### src/hdl/bds_pkg.sv
// ----------------------------------------------------------------------------
// bds_pkg: shared types and constants of the 2x2 box downsampler
// Pixel and pair-sum widths, register indexes, command codes and the
// command carried from the front end to the back end.
// ----------------------------------------------------------------------------
package bds_pkg;

    localparam int unsigned MAX_WIDTH_DEF  = 2048;
    localparam int unsigned MAX_HEIGHT_DEF = 2048;
    localparam int unsigned CFG_W          = 12;
    localparam int unsigned CFG_IDX_W      = 1;
    localparam int unsigned PIX_W          = 16;
    localparam int unsigned PAIR_W         = PIX_W + 1;
    localparam int unsigned QUEUE_DEPTH    = 4;
    localparam logic [CFG_W-1:0] DIM_RESET = 12'd2048;

    typedef enum logic [CFG_IDX_W-1:0] {
        CFG_FRAME_WIDTH  = 1'b0,
        CFG_FRAME_HEIGHT = 1'b1
    } t_cfg_reg;

    typedef enum logic {
        OP_STORE = 1'b0,
        OP_EMIT  = 1'b1
    } t_op;

    typedef struct packed {
        logic [PAIR_W-1:0] blue;
        logic [PAIR_W-1:0] green;
        logic [PAIR_W-1:0] red;
    } t_pair;

    typedef struct packed {
        t_op   op;
        logic  row_end;
        logic  frame_end;
        t_pair sums;
    } t_cmd;

    // Limits a frame dimension to the range [2, hi].
    function automatic int unsigned clamp_dim(input logic [CFG_W-1:0] v,
                                              input int unsigned hi);
        int unsigned x;
        x = {20'd0, v};
        if (x < 2) begin
            return 2;
        end
        if (x > hi) begin
            return hi;
        end
        return x;
    endfunction

endpackage

### src/hdl/bds_queue.sv
// ----------------------------------------------------------------------------
// bds_queue: command queue between front and back end
// A small first-in first-out buffer of register entries.
// ----------------------------------------------------------------------------
module bds_queue #(
    parameter int unsigned DATA_W = 64
) (
    input  logic              i_clk,
    input  logic              i_rst_n,
    input  logic              i_push,
    input  logic [DATA_W-1:0] i_data,
    output logic              o_full,
    input  logic              i_pop,
    output logic              o_empty,
    output logic [DATA_W-1:0] o_data
);

    localparam int unsigned D   = bds_pkg::QUEUE_DEPTH;
    localparam int unsigned PW  = $clog2(D);
    localparam int unsigned CNW = $clog2(D + 1);

    logic [DATA_W-1:0] r_mem [D];
    logic [PW-1:0]     r_wr_ptr, r_rd_ptr;
    logic [CNW-1:0]    r_count;

    assign o_full  = (r_count == CNW'(D));
    assign o_empty = (r_count == '0);
    assign o_data  = r_mem[r_rd_ptr];

    always_ff @(posedge i_clk) begin
        if (!i_rst_n) begin
            r_wr_ptr <= '0;
            r_rd_ptr <= '0;
            r_count  <= '0;
        end else begin
            if (i_push) begin
                r_wr_ptr <= (r_wr_ptr == PW'(D - 1)) ? '0 : r_wr_ptr + PW'(1);
            end
            if (i_pop) begin
                r_rd_ptr <= (r_rd_ptr == PW'(D - 1)) ? '0 : r_rd_ptr + PW'(1);
            end
            if (i_push && !i_pop) begin
                r_count <= r_count + CNW'(1);
            end else if (!i_push && i_pop) begin
                r_count <= r_count - CNW'(1);
            end
        end
    end

    always_ff @(posedge i_clk) begin
        if (i_push) begin
            r_mem[r_wr_ptr] <= i_data;
        end
    end

endmodule

### config.mk
export PLATFORM = sky130hd
export DESIGN_NAME = bds_queue
export DESIGN_NICKNAME = d
export VERILOG_FILES = /design/src/hdl/bds_pkg.sv /design/src/hdl/bds_queue.sv
export SDC_FILE = /design/constraint.sdc
export NUM_CORES = 1
export LEC_CHECK = 0
export ABC_AREA = 1
export BUFFER_PORTS_ARGS = -buffer_cell sky130_fd_sc_hd__buf_2
export CAP_MARGIN = 20
export CORE_UTILIZATION = 50
export CTS_BUF_LIST = sky130_fd_sc_hd__clkbuf_8
export CTS_CLUSTER_SIZE = 16
export DETAILED_ROUTE_END_ITERATION = 7
export GPL_TIMING_DRIVEN = 1
export PLACE_DENSITY = 0.74
export SLEW_MARGIN = 0
export SYNTH_ARGS = -nofsm -noshare
export SYNTH_HDL_FRONTEND = slang
export SYNTH_SLANG_ARGS = --single-unit
### constraint.sdc
create_clock -name i_clk -period 2.2 [get_ports i_clk]
set_input_delay 0.11 -clock i_clk [delete_from_list [all_inputs] [get_ports i_clk]]
set_output_delay 0.11 -clock i_clk [all_outputs]
set_load 0.005 [all_outputs]
==> qor.txt, run 1 <==
Worst r2r src -> r_wr_ptr[0]
Asr flop ratio synth -> 0%
Global-route wire length before repair -> 32200 um
Share of post-route cells with drive strength above 1 -> 22.1%
Die width -> 143 um
Critical Path RT -> 2.09 ns
Critical Path End Type -> output port
Hold depth -> 2
Area grow syn2layout -> 24.3%
Sequential area share after synthesis -> 79.0%
Synth top area share -> 77.2%
Fin cells -> 1194
Yosys cell types -> 22
Leak pwr -> 4.46 nW
Hold Crit Endpoint -> r_mem[0][22]
Via count -> 6346
RSZ-0062 raised after global routing -> false
Worst path cell trace -> inv_8, buf_12, o21ai_1, o22ai_1, buf_2
Min-delay src -> i_data[22]
Initial antenna violation count -> 1
WL/cell -> 17.9 um
Final Cell Area -> 0.0124 mm2
Critical path's slowest cell -> dfxtp_4
Sequential standard cell area -> 0.00788 mm2
Most used DFF post-synth -> edfxtp_1
Worst-Skew Late Latency -> 0.53 ns
Final Max Tran Viols -> 0
CTS tree -> yes
Final Hold Fails -> 0
Starting Density -> 51.2%
Flop2flop setup slack -> 0.38 ns
Mapped cell area -> 0.00996 mm2
Total congestion overflow -> 0
Final setup vio count -> 0
I/O pin count -> 134
Yosys top cell by area -> edfxtp_1
Detailed Place HPWL -> 11500 um
Worst-path clk slew -> 0.06 ns
Antenna viol nets, final -> 0
Worst hold path class -> in -> reg
Commonest non-fill, non-tap cell in the layout -> edfxtp_1
Ys Warns -> 0
Setup CP Type -> reg -> out
Total CTS buffers -> 42
TritonRoute pass-1 iters -> 4
Reg2reg end -> r_mem[2][13]
Fin Clk Skew -> 0.0150 ns
Rows -> 51
Vias in the first global route -> 6188
Core box area -> 0.0195 mm2
Reg2Reg Depth -> 5
Min Tclk post-route -> 2.03 ns
Maximum Capacitance Violations -> 0
Placed inst area -> 0.0109 mm2
RD Place Congestion -> 0.728
Syn Nets -> 753
Post-synth EDFFs -> 256
Status -> completed
Crit start category -> flip-flop
Initial DRC Count -> 410
Post-placement setup slack -> 0.390 ns
Synth Instances -> 678
Multi-input logic area -> 0.00175 mm2
Port bufs -> 133
H-tree depth -> 2
Worst-Margin Slew -> 0.505 ns
WL final -> 21400 um
Clock tree buffer depth -> 3
Top cells by area, synth -> edfxtp_1 77%, nor2_1 5.1%, o22ai_1 4.0%, o21ai_0 3.8%, o21ai_1 2.8%
# clock sinks -> 265
CP peak stage delay -> 0.42 ns
Max FO, Critical Path -> 48
Synth Register Bits -> 265
Setup WS post-layout -> 0.173 ns
Routed vias/inst -> 5.31
CP arrival -> 1.92 ns
Max Freq -> 493 MHz
Fillers -> 1426
Syn_area_per_cell -> 14.7 um2
Nets -> 975
Crit share post-route -> 92.1%
Commonest cells after routing, fill and taps aside -> 256 x edfxtp_1, 136 x nor2_1, 133 x buf_2, 75 x o21ai_0, 67 x dlygate4sd3_1
Die Y -> 143 um
Root buffer cell -> clkbuf_8
Worst VDD drop -> 0.000512 V
All-layer global routing usage -> 20.7%
PwrDens -> 852 mW/mm2
Relative slew slack -> 66.2%
Post-route DRC -> 0
Post-Place Cells -> 1052
Largest net degree at the start of global routing -> 111
Full die area -> 0.0205 mm2
[where the power goes]
| group | switching (mW) | leakage (nW) | internal, mW | total [mW] |
|---|---|---|---|---|
| registers | 0.0765 | 2.43 | 5.77 | 5.84 |
| clock network | 1.77 | 0.419 | 1.80 | 3.57 |
| logic | 0.659 | 1.61 | 0.471 | 1.13 |
| total | 2.51 | 4.46 | 8.04 | 10.5 |
[per-layer routing]
layer  up-vias  wire length, um  GRT usage [%]
met4         0              365           7.41
met5         -                0              0
met1      3089             9410           28.0
li1       3002                -              -
met2       219            10400           33.6
met3        36             1280           3.82
[stage by stage]
stage / setup TNS, ns / hold WS (ns) / util (%) / total power [mW]
3_5_place_dp: 0 / 0.329 / 56.2 / 6.96
6_report: 0 / 0.337 / 63.6 / 10.5
4_1_cts: -0.00334 / 0.305 / 63.4 / 10.6
5_1_grt: 0 / 0.317 / 63.6 / 11.0
3_3_place_gp: 0 / 0.326 / 56.2 / 6.93
2_1_floorplan: 0 / 0.209 / - / 6.49
[sequential cells by signal (all words and copies together) (netlist names), named ones only]
signal    cells
r_rd_ptr      2
r_wr_ptr      2
r_mem       256
r_count       3
[cell usage after synthesis (all sizes together), types with 3 or more instances]
| master | instances |
|---|---|
| nand2 | 8 |
| o21ai | 131 |
| edfxtp | 256 |
| o22ai | 64 |
| nor2 | 136 |
| clkbuf | 17 |
| nor3 | 4 |
| ha | 6 |
| a21oi | 3 |
| inv | 15 |
| dfxtp | 9 |
| buf | 24 |
[kinds of logic after synthesis]
group / after synthesis / share of synthesized area (%)
compound gates: 198 / 10.8
xor+xnor: 1 / 0.0880
fa+ha+maj: 7 / 0.955
buf+inv: 57 / 3.47
flops: 265 / 79.0
simple gates: 150 / 5.74
[what timing repair did]
item                                    in CTS  in global routing
endpoints found under the setup margin       3                 34
hold endpoints to repair                   265                  0
gates resized for setup                      1                  5
setup buffers                                0                  1
pin swaps                                    0                  0
gates cloned                                 0                  1
hold buffers                                67                  0
[cell type report]
| cell class | count | area share, % |
|---|---|---|
| diodes | 1 | 0.0202 |
| clock buffers | 43 | 4.78 |
| clock inverters | 29 | 0.920 |
| inverters | 16 | 0.667 |
| multi-input cells | 356 | 14.1 |
| flip-flops and latches | 265 | 63.6 |
| well taps | 265 | 2.68 |
| repair buffers | 219 | 13.2 |
[worst max path at each step]
stage,end,cells past startpoint
3_5_place_dp,r_mem[2][6],5
2_1_floorplan,r_mem[0][0],4
6_report,o_data[27],5
3_3_place_gp,r_mem[2][13],5
5_1_grt,o_data[55],5
4_1_cts,o_data[2],5
[worst max-delay path, delay by kind of cell, from the launching register on]
family	cells	cell delay, ns
AO/OA/AOI/OAI	2	0.34
buffers and inverters	3	0.61
flip-flops	1	0.42
(Power assumes the default switching activity.)
==> inputs of run 2 (changes only) <==
--- a/config.mk
+++ b/config.mk
@@ -14,6 +14,7 @@
 export DETAILED_ROUTE_END_ITERATION = 7
 export GPL_TIMING_DRIVEN = 1
 export PLACE_DENSITY = 0.74
+export REMOVE_ABC_BUFFERS = 1
 export SLEW_MARGIN = 0
 export SYNTH_ARGS = -nofsm -noshare
 export SYNTH_HDL_FRONTEND = slang
==> qor.txt, run 2 (synthesized netlist as in run 1, its figures left out) <==
Status -> completed
Post-Place Cells -> 1048 (-0.38%)
Largest reg by FF count -> r_mem
Fin Clk Skew -> 0.0142 ns (-0.000794 ns)
Final setup vio count -> 0 (unchanged)
Min-delay src -> i_data[16]
Biggest regs -> r_mem: 256 flops, r_count: 3 flops
Comb pwr share -> 10.5% (-0.2 points)
Via count -> 6271 (-1.2%)
RSZ-0062 raised after global routing -> false
Die width -> 143 um (unchanged)
Vias in the first global route -> 6337 (+2.4%)
Detailed Place HPWL -> 11200 um (-2.6%)
Critical Path End Type -> output port
WL final -> 20400 um (-4.7%)
Clk network pwr share -> 34.6% (+0.7 points)
Rows -> 51 (unchanged)
PwrDens -> 861 mW/mm2 (+1.1%)
RD Place Congestion -> 0.707 (-2.8%)
Initial DRC Count -> 397 (-3.2%)
Area grow syn2layout -> 23.6%
Min Tclk post-route -> 2.09 ns (+0.0612 ns)
Flop2flop setup slack -> 0.64 ns (+0.26 ns)
Worst-Skew Late Latency -> 0.52 ns (about the same)
Nets -> 969 (-0.62%)
Commonest non-fill, non-tap cell in the layout -> edfxtp_1
Clock tree buffer depth -> 3 (unchanged)
Crit start category -> flip-flop
Int Power -> 8.16 mW (+1.5%)
Full die area -> 0.0205 mm2 (unchanged)
Worst VDD drop -> 0.000442 V (-14%)
Routed vias/inst -> 5.27 (-0.77%)
Final Max Tran Viols -> 0 (unchanged)
# clock sinks -> 265 (unchanged)
Sw Pwr -> 2.44 mW (-2.7%)
Largest register FFs -> 256 (unchanged)
Worst-Margin Slew -> 0.558 ns (+0.0530 ns)
Switch share -> 23.0% (-0.76 points)
Crit share post-route -> 94.9% (+2.8 points)
TritonRoute pass-1 iters -> 4 (unchanged)
Setup CP Type -> reg -> out
Root buffer cell -> clkbuf_8
Seq pwr share -> 55.0% (-0.4 points)
Commonest cells after routing, fill and taps aside -> 256 x edfxtp_1, 136 x nor2_1, 133 x buf_2, 75 x o21ai_0, 67 x dlygate4sd3_1
Reg2Reg Depth -> 5 (unchanged)
All-layer global routing usage -> 20.3% (-0.38 points)
I/O pin count -> 134 (unchanged)
Global-route wire length before repair -> 31500 um (-2.2%)
Setup WS post-layout -> 0.112 ns (-0.0612 ns)
Critical Path RT -> 2.09 ns (about the same)
Largest net degree at the start of global routing -> 129 (+16%)
Total congestion overflow -> 0 (unchanged)
Post-placement setup slack -> 0.634 ns (+0.244 ns)
Hold depth -> 2 (unchanged)
Reg2reg end -> r_mem[2][36]
CP arrival -> 1.98 ns (+0.06 ns)
Port bufs -> 133 (unchanged)
Max FO, Critical Path -> 128 (+170%)
H-tree depth -> 2 (unchanged)
Worst hold path class -> in -> reg
Initial antenna violation count -> 0 (-1)
Starting Density -> 51.2% (unchanged)
Max Freq -> 479 MHz (-2.9%)
Relative slew slack -> 62.8% (-3.5 points)
Core box area -> 0.0195 mm2 (unchanged)
Post-route DRC -> 0 (unchanged)
Hold Crit Endpoint -> r_mem[1][16]
Share of post-route cells with drive strength above 1 -> 21.9% (-0.21 points)
Total CTS buffers -> 42 (unchanged)
Antenna viol nets, final -> 0 (unchanged)
Final Hold Fails -> 0 (unchanged)
Fin cells -> 1189 (-0.42%)
Leak pwr -> 4.48 nW (+0.55%)
Worst-path clk slew -> 0.06 ns (about the same)
WL/cell -> 17.2 um (-4.2%)
CTS tree -> yes
Worst r2r src -> r_wr_ptr[0]
Maximum Capacitance Violations -> 0 (unchanged)
Die Y -> 143 um (unchanged)
run 2: changes by cell type in the layout (fill, tap and decap cells not counted), moves of 2 or more:
| cell | before | now |
|---|---|---|
| clkinv_1 | 10 | 1 |
| inv_1 | 27 | 34 |
| clkbuf_8 | 43 | 47 |
| clkinvlp_4 | 5 | 1 |
| clkinv_2 | 1 | 4 |
| buf_6 | 2 | 0 |
run 2: repair_timing:
action,4_1_cts,5_1_grt
hold buffers,67,0
setup endpoints to repair,0,4
hold endpoints to repair,265,0
setup buffers,0,0
resized for setup,0,1
run 2: final cells by class:
cell class	instances	area [um2]
antenna	1	2.50
clock buffer	47	647
fill	1475	7160
timing repair buffer	213	1530
inverter	16	70.1
clock inverter	26	101
multi-input combinational	356	1750
sequential	265	7870
tap	265	332
run 2: through the flow:
step                util [%]  area, um2  total power [mW]  hold WS [ns]  setup TNS, ns
detailed placement      55.9      10900              6.95         0.325              0
CTS                     63.2      12300              10.7         0.303              0
floorplan                  -       9680              6.43         0.209         -99.20
global placement        55.9      10900              6.92         0.323              0
global route            63.2      12300              11.1         0.322              0
finish                  63.2      12300              10.6         0.339              0
run 2: worst max path at each step:
stage | startpoint | end | slack, ns | cells after the start
after floorplan | flip-flop | o_data[44] | -1.43 | 3
after global placement | flip-flop | o_data[30] | 0.66 | 5
after detailed placement | flip-flop | o_data[30] | 0.63 | 5
after CTS | flip-flop | o_data[30] | 0.06 | 5
after global routing | flip-flop | o_data[6] | 0.01 | 4
final | flip-flop | o_data[30] | 0.11 | 4
run 2: routing by layer:
metal / vias up / part of all wire [%] / global-route usage, %
li1: 2988 / - / -
met1: 3063 / 42 / 26.0
met2: 197 / 50 / 34.5
met3: 23 / 6.3 / 4.90
met4: 0 / 1.3 / 5.72
met5: - / 0 / 0
run 2: critical path, cell delays in order (launching register included):
cell     delay, ns
dfxtp_4       0.38
buf_12        0.41
o21ai_0       0.17
o22ai_1       0.31
buf_2         0.18
run 2: power by group through the flow:
stage | combinational (mW) | clock [mW] | sequential (mW)
finish | 1.11 | 3.66 | 5.83
global placement | 0.998 | 0 | 5.92
CTS | 1.12 | 3.77 | 5.83
floorplan | 0.459 | 0 | 5.97
detailed placement | 1.02 | 0 | 5.93
global route | 1.24 | 3.99 | 5.84
