[src/hdl/bds_pkg.sv]
// ----------------------------------------------------------------------------
// bds_pkg: shared types and constants of the 2x2 box downsampler
// Pixel and pair-sum widths, register indexes, command codes and the
// command carried from the front end to the back end.
// ----------------------------------------------------------------------------
package bds_pkg;

    localparam int unsigned MAX_WIDTH_DEF  = 2048;
    localparam int unsigned MAX_HEIGHT_DEF = 2048;
    localparam int unsigned CFG_W          = 12;
    localparam int unsigned CFG_IDX_W      = 1;
    localparam int unsigned PIX_W          = 16;
    localparam int unsigned PAIR_W         = PIX_W + 1;
    localparam int unsigned QUEUE_DEPTH    = 4;
    localparam logic [CFG_W-1:0] DIM_RESET = 12'd2048;

    typedef enum logic [CFG_IDX_W-1:0] {
        CFG_FRAME_WIDTH  = 1'b0,
        CFG_FRAME_HEIGHT = 1'b1
    } t_cfg_reg;

    typedef enum logic {
        OP_STORE = 1'b0,
        OP_EMIT  = 1'b1
    } t_op;

    typedef struct packed {
        logic [PAIR_W-1:0] blue;
        logic [PAIR_W-1:0] green;
        logic [PAIR_W-1:0] red;
    } t_pair;

    typedef struct packed {
        t_op   op;
        logic  row_end;
        logic  frame_end;
        t_pair sums;
    } t_cmd;

    // Limits a frame dimension to the range [2, hi].
    function automatic int unsigned clamp_dim(input logic [CFG_W-1:0] v,
                                              input int unsigned hi);
        int unsigned x;
        x = {20'd0, v};
        if (x < 2) begin
            return 2;
        end
        if (x > hi) begin
            return hi;
        end
        return x;
    endfunction

endpackage

[src/hdl/bds_front.sv]
// ----------------------------------------------------------------------------
// bds_front: pixel intake and classification
// Tracks the raster position, pairs even and odd columns into horizontal
// sums and issues store or emit commands to the command queue.
// ----------------------------------------------------------------------------
module bds_front #(
    parameter int unsigned MAX_WIDTH  = bds_pkg::MAX_WIDTH_DEF,
    parameter int unsigned MAX_HEIGHT = bds_pkg::MAX_HEIGHT_DEF,
    parameter int unsigned AW         = 10
) (
    input  logic                          i_clk,
    input  logic                          i_rst_n,
    input  logic                          i_valid,
    output logic                          o_ready,
    input  logic [bds_pkg::PIX_W-1:0]     i_red_in,
    input  logic [bds_pkg::PIX_W-1:0]     i_green_in,
    input  logic [bds_pkg::PIX_W-1:0]     i_blue_in,
    input  logic                          i_cfg_valid,
    output logic                          o_cfg_ready,
    input  logic [bds_pkg::CFG_IDX_W-1:0] i_cfg_index,
    input  logic [bds_pkg::CFG_W-1:0]     i_cfg_data,
    input  logic                          i_q_full,
    output logic                          o_push,
    output bds_pkg::t_cmd                 o_cmd,
    output logic [AW-1:0]                 o_idx
);

    localparam int unsigned CW = (MAX_WIDTH > 2) ? $clog2(MAX_WIDTH) : 1;
    localparam int unsigned RW = (MAX_HEIGHT > 2) ? $clog2(MAX_HEIGHT) : 1;
    localparam int unsigned WW = $clog2(MAX_WIDTH + 1);
    localparam int unsigned HW = $clog2(MAX_HEIGHT + 1);

    logic [WW-1:0] r_width;
    logic [HW-1:0] r_height;
    logic [CW-1:0] r_col, n_col;
    logic [RW-1:0] r_row, n_row;
    logic [bds_pkg::PIX_W-1:0] r_pend_red, r_pend_green, r_pend_blue;

    logic          accept;
    logic          cfg_write;
    logic [WW-1:0] used_w;
    logic [HW-1:0] used_h;
    logic          in_active;
    logic          col_last, row_last;

    assign o_ready     = !i_q_full;
    assign o_cfg_ready = 1'b1;
    assign accept      = i_valid && o_ready;
    assign cfg_write   = i_cfg_valid && o_cfg_ready;

    // Odd trailing column or row is dropped: only the even-sized part counts.
    assign used_w    = {r_width[WW-1:1], 1'b0};
    assign used_h    = {r_height[HW-1:1], 1'b0};
    assign in_active = (WW'(r_col) < used_w) && (HW'(r_row) < used_h);
    assign col_last  = (WW'(r_col) == r_width - WW'(1));
    assign row_last  = (HW'(r_row) == r_height - HW'(1));

    assign o_push = accept && in_active && r_col[0];
    assign o_idx  = AW'(r_col >> 1);

    always_comb begin
        o_cmd.op             = r_row[0] ? bds_pkg::OP_EMIT : bds_pkg::OP_STORE;
        o_cmd.row_end        = (WW'(r_col) == used_w - WW'(1));
        o_cmd.frame_end      = o_cmd.row_end && (HW'(r_row) == used_h - HW'(1));
        o_cmd.sums.red       = {1'b0, r_pend_red} + {1'b0, i_red_in};
        o_cmd.sums.green     = {1'b0, r_pend_green} + {1'b0, i_green_in};
        o_cmd.sums.blue      = {1'b0, r_pend_blue} + {1'b0, i_blue_in};
    end

    always_comb begin
        n_col = r_col;
        n_row = r_row;
        if (accept) begin
            if (col_last) begin
                n_col = '0;
                n_row = row_last ? '0 : r_row + RW'(1);
            end else begin
                n_col = r_col + CW'(1);
            end
        end
    end

    always_ff @(posedge i_clk) begin
        if (!i_rst_n) begin
            r_width  <= WW'(bds_pkg::clamp_dim(bds_pkg::DIM_RESET, MAX_WIDTH));
            r_height <= HW'(bds_pkg::clamp_dim(bds_pkg::DIM_RESET, MAX_HEIGHT));
            r_col    <= '0;
            r_row    <= '0;
        end else if (cfg_write) begin
            unique case (bds_pkg::t_cfg_reg'(i_cfg_index))
                bds_pkg::CFG_FRAME_WIDTH: begin
                    r_width <= WW'(bds_pkg::clamp_dim(i_cfg_data, MAX_WIDTH));
                end
                bds_pkg::CFG_FRAME_HEIGHT: begin
                    r_height <= HW'(bds_pkg::clamp_dim(i_cfg_data, MAX_HEIGHT));
                end
                default: begin
                end
            endcase
            // Any register write restarts the frame.
            r_col <= '0;
            r_row <= '0;
        end else begin
            r_col <= n_col;
            r_row <= n_row;
        end
    end

    // The even-column pixel always arrives before it is used, so no reset.
    always_ff @(posedge i_clk) begin
        if (accept && !r_col[0]) begin
            r_pend_red   <= i_red_in;
            r_pend_green <= i_green_in;
            r_pend_blue  <= i_blue_in;
        end
    end

endmodule

[config.mk]
export PLATFORM = sky130hd
export DESIGN_NAME = bds_front
export DESIGN_NICKNAME = d
export VERILOG_FILES = /design/src/hdl/bds_pkg.sv /design/src/hdl/bds_front.sv
export SDC_FILE = /design/constraint.sdc
export NUM_CORES = 1
export LEC_CHECK = 0
export ABC_AREA = 1
export BUFFER_PORTS_ARGS = -buffer_cell sky130_fd_sc_hd__buf_2
export CORE_ASPECT_RATIO = 0.7
export CORE_MARGIN = 5
export CORE_UTILIZATION = 44
export CTS_CLUSTER_DIAMETER = 40
export DETAILED_ROUTE_END_ITERATION = 16
export HOLD_SLACK_MARGIN = 0.15
export SLEW_MARGIN = 0
export SYNTH_ARGS = -nofsm -noshare
export SYNTH_HDL_FRONTEND = slang
export SYNTH_SLANG_ARGS = --single-unit
[constraint.sdc]
create_clock -name i_clk -period 6.45 [get_ports i_clk]
set_input_delay 0.3225 -clock i_clk [delete_from_list [all_inputs] [get_ports i_clk]]
set_output_delay 0.3225 -clock i_clk [all_outputs]
set_load 0.1 [all_outputs]
==> results.ini, run 1 <==
[floorplan]
die_w_um=169
rows=40
die_area_sq_um=20600
core-area_sq_um=17300
die_y_um=121
ios=133
initial_core_util_pct=45.2

[cts]
insertion_delay_ns=0.35
cts.repair.resized=0
cts_max_level=3
clk_path_buf_depth=2
path_clk_slew_ns=0.07
cts_tree=yes
ctsHoldBuffers=14
post_cts_buffers=0
cts_made_buffers=9
cts_sinks=94
cts_root_buf=clkbuf_16

[global_routing]
antenna_found_initial=0
grt_max_degree=26
grt_pass1_vias=6578
grt_usage_pct=20.4
grt_first_pass_wirelength_um=34000
overflow=0

[synthesis]
postSynthAreaPerCell_sq_um=7.39
synthCells=1056
netlist_area_sq_um=7810
synth_flop_cell=edfxtp_1
synth_cell_types=48
ys_warn_count=0
synth_edf_count=48
syn-num-nets=1199
ys_async_sr_fraction_pct=0
ys_seq_area_share_pct=30.3
ys_ff_latch=94

[worst_hold_path]
worstHoldStart=i_green_in[8]
hold_depth=1
worst_hold_path_type=in -> reg

[cells_and_area]
areaGrowthSynthToFinish_pct=15.8
nets=1331
final_cells=1424
fin_area_sq_um=9040
drive_gt1_share_pct=16.2
insertedDiodeCount=0
final_util_pct=52.3

[setup_path]
required_ns=6.13
r2r-start=r_width[2]
reg2regPathDepth=11
worstSetupEndpointType=output pin
criticalPathCategory=in -> out
cp.arrival_ns=3.18
crit_start=i_blue_in[0]
cp_max_fo=3
worstSetupStartpointType=primary input

[placement]
dp_slack_ns=3.55
gp_congestion=0.952
io_buffer_count=131
dp_cells=1391
place_area_sq_um=8590
hpwlAfterDp_um=17300

[routing]
wl_met2_um=7660
wl_met3_um=1630
drcViolationCount=0
via_per_inst=5.17
avgRoutedWirePerCell_um=14.8
drtPass1Iterations=5
drt-initial-drc-count=701
vias=7360
routed.top_layer=met4
drt_wl_total_um=21100
ant_nets=0
met1Wirelength_um=11600

[timing]
timing.hold.ws_ns=0.164
period_minus_slack_ns=3.50
fin_tns_setup_ns=0
period_share_pct=54.3
setup_violations=0
finClkSkew_ns=0.00914
finalHoldViolations=0
tightest_slew_ns=1.18
max_clock_freq_mhz=286
setup_ws_ns=2.95
relSlewSlack_pct=21.1
rsz0062_at_grt=false
maxSlewViolCount=0

[run_status]
outcome=completed

[pwr]
ir_drop_v=0.000201
power_density_nw_per_um2=237
finalPower_mw=2.14
p_leak_nw=4.15

[job]
cap_viol_max_count=0

## area by class of cell
class | count | area, sq um
clock inverters | 6 | 46.3
flip-flops and latches | 94 | 2360
fillers | 1700 | 8230
clock buffers | 10 | 229
inverters | 103 | 387
multi-input cells | 831 | 4890
well taps | 231 | 289
repair buffers | 149 | 833
## where the power goes
part	total, mW	internal, mW	switching, mW
Sequential	0.674	0.653	0.0207
Clock	0.511	0.264	0.247
Combinational	0.957	0.209	0.748
Total	2.14	1.13	1.02
## registers in the layout (all words and copies together), names as in the netlist
name,flops
r_pend_green,16
r_row,11
r_pend_red,16
r_width,12
r_height,12
r_pend_blue,16
r_col,11
## path summary, 6_finish.rpt
path | end | slack [ns]
setup / recovery | o_cmd[46] | 2.95
setup reg to reg | r_row[1] | 3.75
hold / removal | r_pend_green[8] | 0.16
hold reg to reg | r_row[5] | 0.54
## cell usage after synthesis, types with 7 or more instances
master    count  share of area [%]
a21oi_1      80                5.1
a31oi_1       7               0.56
buf_4        13                1.2
clkbuf_1      8               0.38
dfxtp_1      46                 12
edfxtp_1     48                 18
ha_1         74                 12
inv_1        96                4.6
nand2_1     241                 12
nand2_2       7               0.56
nand3_1      79                5.1
nand4_1      12               0.96
nor2_1      112                5.4
nor2_2       14                1.1
o21ai_0      57                3.7
xnor2_1      20                2.2
xor2_1       61                6.8
## cells by family (layout without fill, tap and decap cells)
kind of cell    after synthesis  in the layout  share of synthesized area (%)
other cells                   1              1                         0.0480
fa+ha+maj                    77             77                           12.6
buf+inv                     131            268                           7.20
simple gates                502            502                           28.7
xor+xnor                     83             83                           9.65
compound gates              168            168                           11.6
flops                        94             94                           30.3
## cell usage in the layout, fill, tap and decap left out, types with 2 or more instances in the layout
master,Yosys,final
a211oi_1,2,2
a21o_1,4,4
a21oi_1,80,80
a31oi_1,7,7
buf_2,5,131
clkbuf_16,0,9
clkinv_1,3,3
clkinvlp_4,0,2
dfxtp_1,46,46
dlygate4sd3_1,0,17
edfxtp_1,48,48
fa_1,3,3
ha_1,74,74
inv_1,96,96
inv_2,4,4
inv_6,0,2
nand2_1,241,241
nand2_2,7,7
nand2b_1,2,2
nand3_1,79,79
nand3_2,3,3
nand3b_1,4,4
nand4_1,12,12
nor2_1,112,111
nor2_2,14,14
nor2_4,6,7
nor3_1,6,6
nor3_2,4,4
nor4_1,5,5
nor4_2,2,2
o211ai_1,3,3
o21a_1,3,3
o21ai_0,57,57
o21ai_1,4,4
o21bai_1,4,4
xnor2_1,20,20
xor2_1,61,61
## layer usage
metal	vias to the layer above	GRT usage, %
li1	3791	-
met1	3311	33.4
met2	242	27.1
met3	16	3.94
met4	0	3.57
met5	-	0
## critical path, stage by stage
cell and delay [ns]:
dlygate4sd3_1 0.54, buf_2 0.14, ha_1 0.23, fa_1 0.40
nand3_1 0.10, nand2_1 0.09, a21boi_0 0.33, o21ai_0 0.23
a21oi_1 0.20, xnor2_1 0.13, buf_2 0.45
(Power assumes the default switching activity.)
==> run 2, diff against run 1 <==
- clock period: 6.45 -> 3.42 ns (I/O delays scaled with it)
==> results.ini, run 2 (same netlist as run 1, synthesis figures left out) <==
[run_status]
outcome=completed

[timing]
maxSlewViolCount=0  ; unchanged
period_share_pct=91.6
rsz0062_at_grt=false
fin_tns_setup_ns=0  ; unchanged
setup_violations=0  ; unchanged
period_minus_slack_ns=3.13
relSlewSlack_pct=45.0  ; +24 points
tightest_slew_ns=0.823  ; -0.356 ns
finalHoldViolations=0  ; unchanged
max_clock_freq_mhz=319
finClkSkew_ns=0.00760  ; -0.00154 ns

[setup_path]
cp_cell_sequence=dlygate4sd3_1, buf_2, ha_1, fa_1, nand3_1, nand2_1, a21boi_0, o21ai_0, a21oi_1, xnor2_1, buf_2
cp.arrival_ns=2.96  ; -0.22 ns
worstSetupStartpointType=primary input
critPathSlowestCell=dlygate4sd3_1
cp_max_fo=3  ; unchanged
cp_num_buf_inv=3  ; unchanged
required_ns=3.25  ; -2.88 ns
cp_slowest_stage_delay_ns=0.53  ; about the same
crit_family=buffers and inverters
crit_start=i_blue_in[0]
worstSetupEndpointType=output pin
r2r-start=r_width[0]
criticalPathCategory=in -> out
path_common_cell=buf_2

[pwr]
p_comb_share_pct=44.6  ; about the same
p_clk_share_pct=24.6  ; +0.7 points
power_density_nw_per_um2=436  ; +84%
p_leak_nw=4.34  ; +4.6%
p_int_mw=2.23  ; +98%
switching_share_pct=46.0  ; -1.4 points
p_switching_mw=1.90  ; +87%
ir_drop_v=0.000312  ; +55%
seqPwrFrac_pct=30.8  ; -0.7 points

[worst_hold_path]
worstHoldStart=i_cfg_data[0]
worst_hold_path_type=in -> reg

[routing]
drt_wl_total_um=21100  ; about the same
ant_nets=0  ; unchanged
drt-initial-drc-count=638  ; -9.0%
vias=7407  ; +0.64%
via_per_inst=5.05  ; -2.2%
avgRoutedWirePerCell_um=14.4  ; -2.9%
drtPass1Iterations=5  ; unchanged
drcViolationCount=0  ; unchanged

[cts]
cts_tree=yes
clk_path_buf_depth=2  ; unchanged
cts_sinks=94  ; unchanged
insertion_delay_ns=0.35  ; about the same
path_clk_slew_ns=0.07  ; about the same
cts_max_level=3  ; unchanged
cts_root_buf=clkbuf_16
post_cts_buffers=0  ; unchanged
cts_made_buffers=9  ; unchanged

[global_routing]
overflow=0  ; unchanged
grt_max_degree=50  ; +92%
grt_usage_pct=20.7  ; +0.27 points
grt_first_pass_wirelength_um=34700  ; +2.0%
antenna_found_initial=0  ; unchanged
grt_pass1_vias=6807  ; +3.5%

[floorplan]
initial_core_util_pct=45.2  ; unchanged
die_w_um=169  ; unchanged
die_y_um=121  ; unchanged
die_area_sq_um=20600  ; unchanged
ios=133  ; unchanged
rows=40  ; unchanged
core-area_sq_um=17300  ; unchanged

[cells_and_area]
areaGrowthSynthToFinish_pct=21.4
top_regs=r_pend_blue: 16 flops, r_pend_green: 16 flops, r_pend_red: 16 flops
layout_common_cells=nand2_1 (241), buf_2 (131), nor2_1 (109)
insertedDiodeCount=0  ; unchanged
final_util_pct=54.9  ; +2.6 points
nets=1373  ; +3.2%
drive_gt1_share_pct=16.0  ; -0.23 points
layout_commonest_cell=nand2_1

[job]
cap_viol_max_count=0  ; unchanged

[placement]
io_buffer_count=131  ; unchanged
gp_congestion=0.955  ; +0.37%
hpwlAfterDp_um=16800  ; -2.7%

[run 2: metal layers]
layer  vias to the layer above  global-route usage, %  wire, um
li1                       3864                      -         -
met1                      3260                   32.4     11000
met2                       270                   29.5      8170
met3                        13                   3.97      1790
met4                         0                   3.27       135
met5                         -                      0         0
[run 2: per-stage QoR]
stage	hold slack, ns	cells	cell area, sq um	setup WS [ns]	total power, mW
after floorplan	0.270	1056	7810	0.119	2.76
after global placement	0.367	1393	8610	0.796	3.07
after detailed placement	0.370	1393	8610	0.715	3.08
after CTS	0.181	1466	9480	0.287	4.15
after global routing	0.199	1466	9480	0.123	4.34
final	0.192	1466	9480	0.286	4.13
[run 2: power by group through the flow]
stage	registers, mW	logic, mW	clock network (mW)
floorplan	1.28	1.48	0
global placement	1.30	1.78	0
detailed placement	1.30	1.78	0
CTS	1.27	1.84	1.05
global route	1.28	1.98	1.09
finish	1.27	1.84	1.01
[run 2: what timing repair did]
item,4_1_cts,5_1_grt
hold buffers,57,0
gates resized for setup,0,0
setup endpoints to repair,0,0
hold endpoints to repair,64,0
[run 2: final cells by class]
| class | count | area [sq um] |
|---|---|---|
| Fill cell | 1688 | 7790 |
| Multi-Input combinational cell | 831 | 4900 |
| Sequential cell | 94 | 2360 |
| Timing Repair Buffer | 191 | 1250 |
| Inverter | 103 | 387 |
| Tap cell | 231 | 289 |
| Clock buffer | 10 | 229 |
| Clock inverter | 6 | 68.8 |
[run 2: worst reg2reg max path: stages, from the launching register on]
cell and delay [ns]:
dfxtp_1 0.50, inv_2 0.13, ha_1 0.30, inv_1 0.08
nand2_1 0.06, nand3_1 0.09, nand2_1 0.08, nor2_1 0.16
nand4_1 0.12, nor2_2 0.13, nand4_2 0.31, nand2_1 0.50
o21ai_0 0.14
[run 2: final timing paths]
check / endpoint / slack, ns / depth (start not counted)
max: o_cmd[46] / 0.29 / 11
min: r_height[0] / 0.19 / 3
max reg2reg: r_row[1] / 0.70 / 12
min reg2reg: r_height[11] / 0.54 / 2
==> run 3, diff against run 2 <==
- CORE_UTILIZATION: 44 -> 40
==> results.ini, run 3 (same netlist as run 1, synthesis figures left out) <==
[run_status]
outcome=completed

[timing]
maxSlewViolCount=0  ; unchanged
period_share_pct=91.0  ; -0.66 points
rsz0062_at_grt=false
max_clock_freq_mhz=321  ; +0.73%
setup_violations=0  ; unchanged
period_minus_slack_ns=3.11  ; -0.0227 ns
relSlewSlack_pct=63.8  ; +19 points
fin_tns_setup_ns=0  ; unchanged
tightest_slew_ns=0.539  ; -0.283 ns
finalHoldViolations=0  ; unchanged
finClkSkew_ns=0.00866  ; +0.00106 ns

[cts]
cts_root_buf=clkbuf_16
cts_tree=yes
cts_made_buffers=9  ; unchanged
path_clk_slew_ns=0.07  ; about the same
post_cts_buffers=0  ; unchanged
cts_sinks=94  ; unchanged
cts_max_level=3  ; unchanged
clk_path_buf_depth=2  ; unchanged
insertion_delay_ns=0.36  ; about the same

[cells_and_area]
layout_common_cells=nand2_1 (241), buf_2 (131), nor2_1 (109)
top_regs=r_pend_blue: 16 flops, r_pend_green: 16 flops, r_pend_red: 16 flops
fin_area_sq_um=9530  ; +0.48%
insertedDiodeCount=0  ; unchanged
layout_commonest_cell=nand2_1
areaGrowthSynthToFinish_pct=22.0
final_cells=1500  ; +2.3%
nets=1374  ; +0.073%
drive_gt1_share_pct=16.1  ; +0.15 points

[pwr]
power_density_nw_per_um2=433  ; -0.74%
p_leak_nw=4.35  ; +0.19%
ir_drop_v=0.000218  ; -30%
finalPower_mw=4.12  ; -0.26%

[setup_path]
cp.arrival_ns=2.94  ; -0.02 ns
required_ns=3.25  ; about the same
cp_max_fo=3  ; unchanged
worstSetupEndpointType=output pin
path_common_cell=buf_2
cp_slowest_stage_delay_ns=0.54  ; about the same
critPathSlowestCell=dlygate4sd3_1
criticalPathCategory=in -> out
cp_cell_sequence=dlygate4sd3_1, buf_2, ha_1, fa_1, nand3_1, nand2_1, a21boi_0, o21ai_0, a21oi_1, xnor2_1, buf_2
worstSetupStartpointType=primary input

[floorplan]
initial_core_util_pct=41.0  ; -4.2 points
rows=42  ; +5.0%
die_y_um=127  ; +4.5%
die_w_um=177  ; +4.6%
ios=133  ; unchanged
core-area_sq_um=19000  ; +10%
die_area_sq_um=22500  ; +9.3%

[global_routing]
grt_first_pass_wirelength_um=35300  ; +1.7%
grt_pass1_vias=6950  ; +2.1%
grt_busiest_layer=met1
overflow=0  ; unchanged
grt_use_met1_pct=30.7  ; -1.7 points
grt_max_degree=39  ; -22%
met3_usage_pct=4.10  ; +0.13 points
antenna_found_initial=0  ; unchanged
grtUsageMet2_pct=26.2  ; -3.3 points
grt_usage_pct=19.1  ; -1.6 points

[routing]
drt_wl_total_um=21500  ; +1.7%
vias=7452  ; +0.61%
drcViolationCount=0  ; unchanged
avgRoutedWirePerCell_um=14.3  ; -0.61%
via_per_inst=4.97  ; -1.7%
drtPass1Iterations=5  ; unchanged
ant_nets=0  ; unchanged
drt-initial-drc-count=585  ; -8.3%

[placement]
io_buffer_count=131  ; unchanged
dp_cells=1427  ; +2.4%
gp_congestion=0.938  ; -1.8%
hpwlAfterDp_um=17200  ; +2.1%
place_area_sq_um=8660  ; +0.57%

[job]
cap_viol_max_count=0  ; unchanged

[worst_hold_path]
worst_hold_path_type=in -> reg

[run 3: repair_timing]
item / 4_1_cts / 5_1_grt
resized for setup: 0 / 0
endpoints found under the hold margin: 65 / 0
hold buffers: 57 / 0
[run 3: where the power goes]
part	internal (mW)	total (mW)	switching (mW)
Sequential	1.23	1.27	0.0398
Combinational	0.425	1.85	1.42
Clock	0.513	1.00	0.491
Total	2.17	4.12	1.95
[run 3: final cells by class]
cell class / count / area (sq um)
Inverter: 103 / 387
Clock buffer: 9 / 225
Tap cell: 264 / 330
Sequential cell: 94 / 2360
Fill cell: 1883 / 9500
Clock inverter: 7 / 68.8
Timing Repair Buffer: 192 / 1260
Multi-Input combinational cell: 831 / 4900
[run 3: metal layers]
| metal | share of wire [%] | vias up |
|---|---|---|
| met4 | 0.59 | 0 |
| met3 | 8.2 | 16 |
| met5 | 0 | - |
| met2 | 37 | 257 |
| met1 | 54 | 3294 |
| li1 | - | 3885 |
[run 3: worst max-delay path, delay by kind of cell]
kind                     cells  cell delay, ns
buffers and inverters        3            1.11
AO/OA/AOI/OAI                3            0.72
adder cells (fa/ha/maj)      2            0.62
AND/OR/NAND/NOR              2            0.18
XOR/XNOR                     1            0.13
[run 3: path summary, 6_finish.rpt]
check,slack [ns],start,cells after the start,end
worst min register to register,0.55,r_height[11],2,r_height[11]
worst min-delay path,0.18,i_cfg_data[0],3,r_height[0]
worst max register to register,0.73,r_width[0],10,r_row[1]
worst max-delay path,0.31,i_blue_in[0],11,o_cmd[46]
[run 3: through the flow]
step                      util (%)  setup WS, ns  hold slack, ns
after detailed placement      45.5         0.762           0.372
final                         50.1         0.308           0.176
after CTS                     50.1         0.281           0.163
after global routing          50.1        0.0565           0.221
after global placement        45.5         0.825           0.367
after floorplan                  -         0.119           0.270
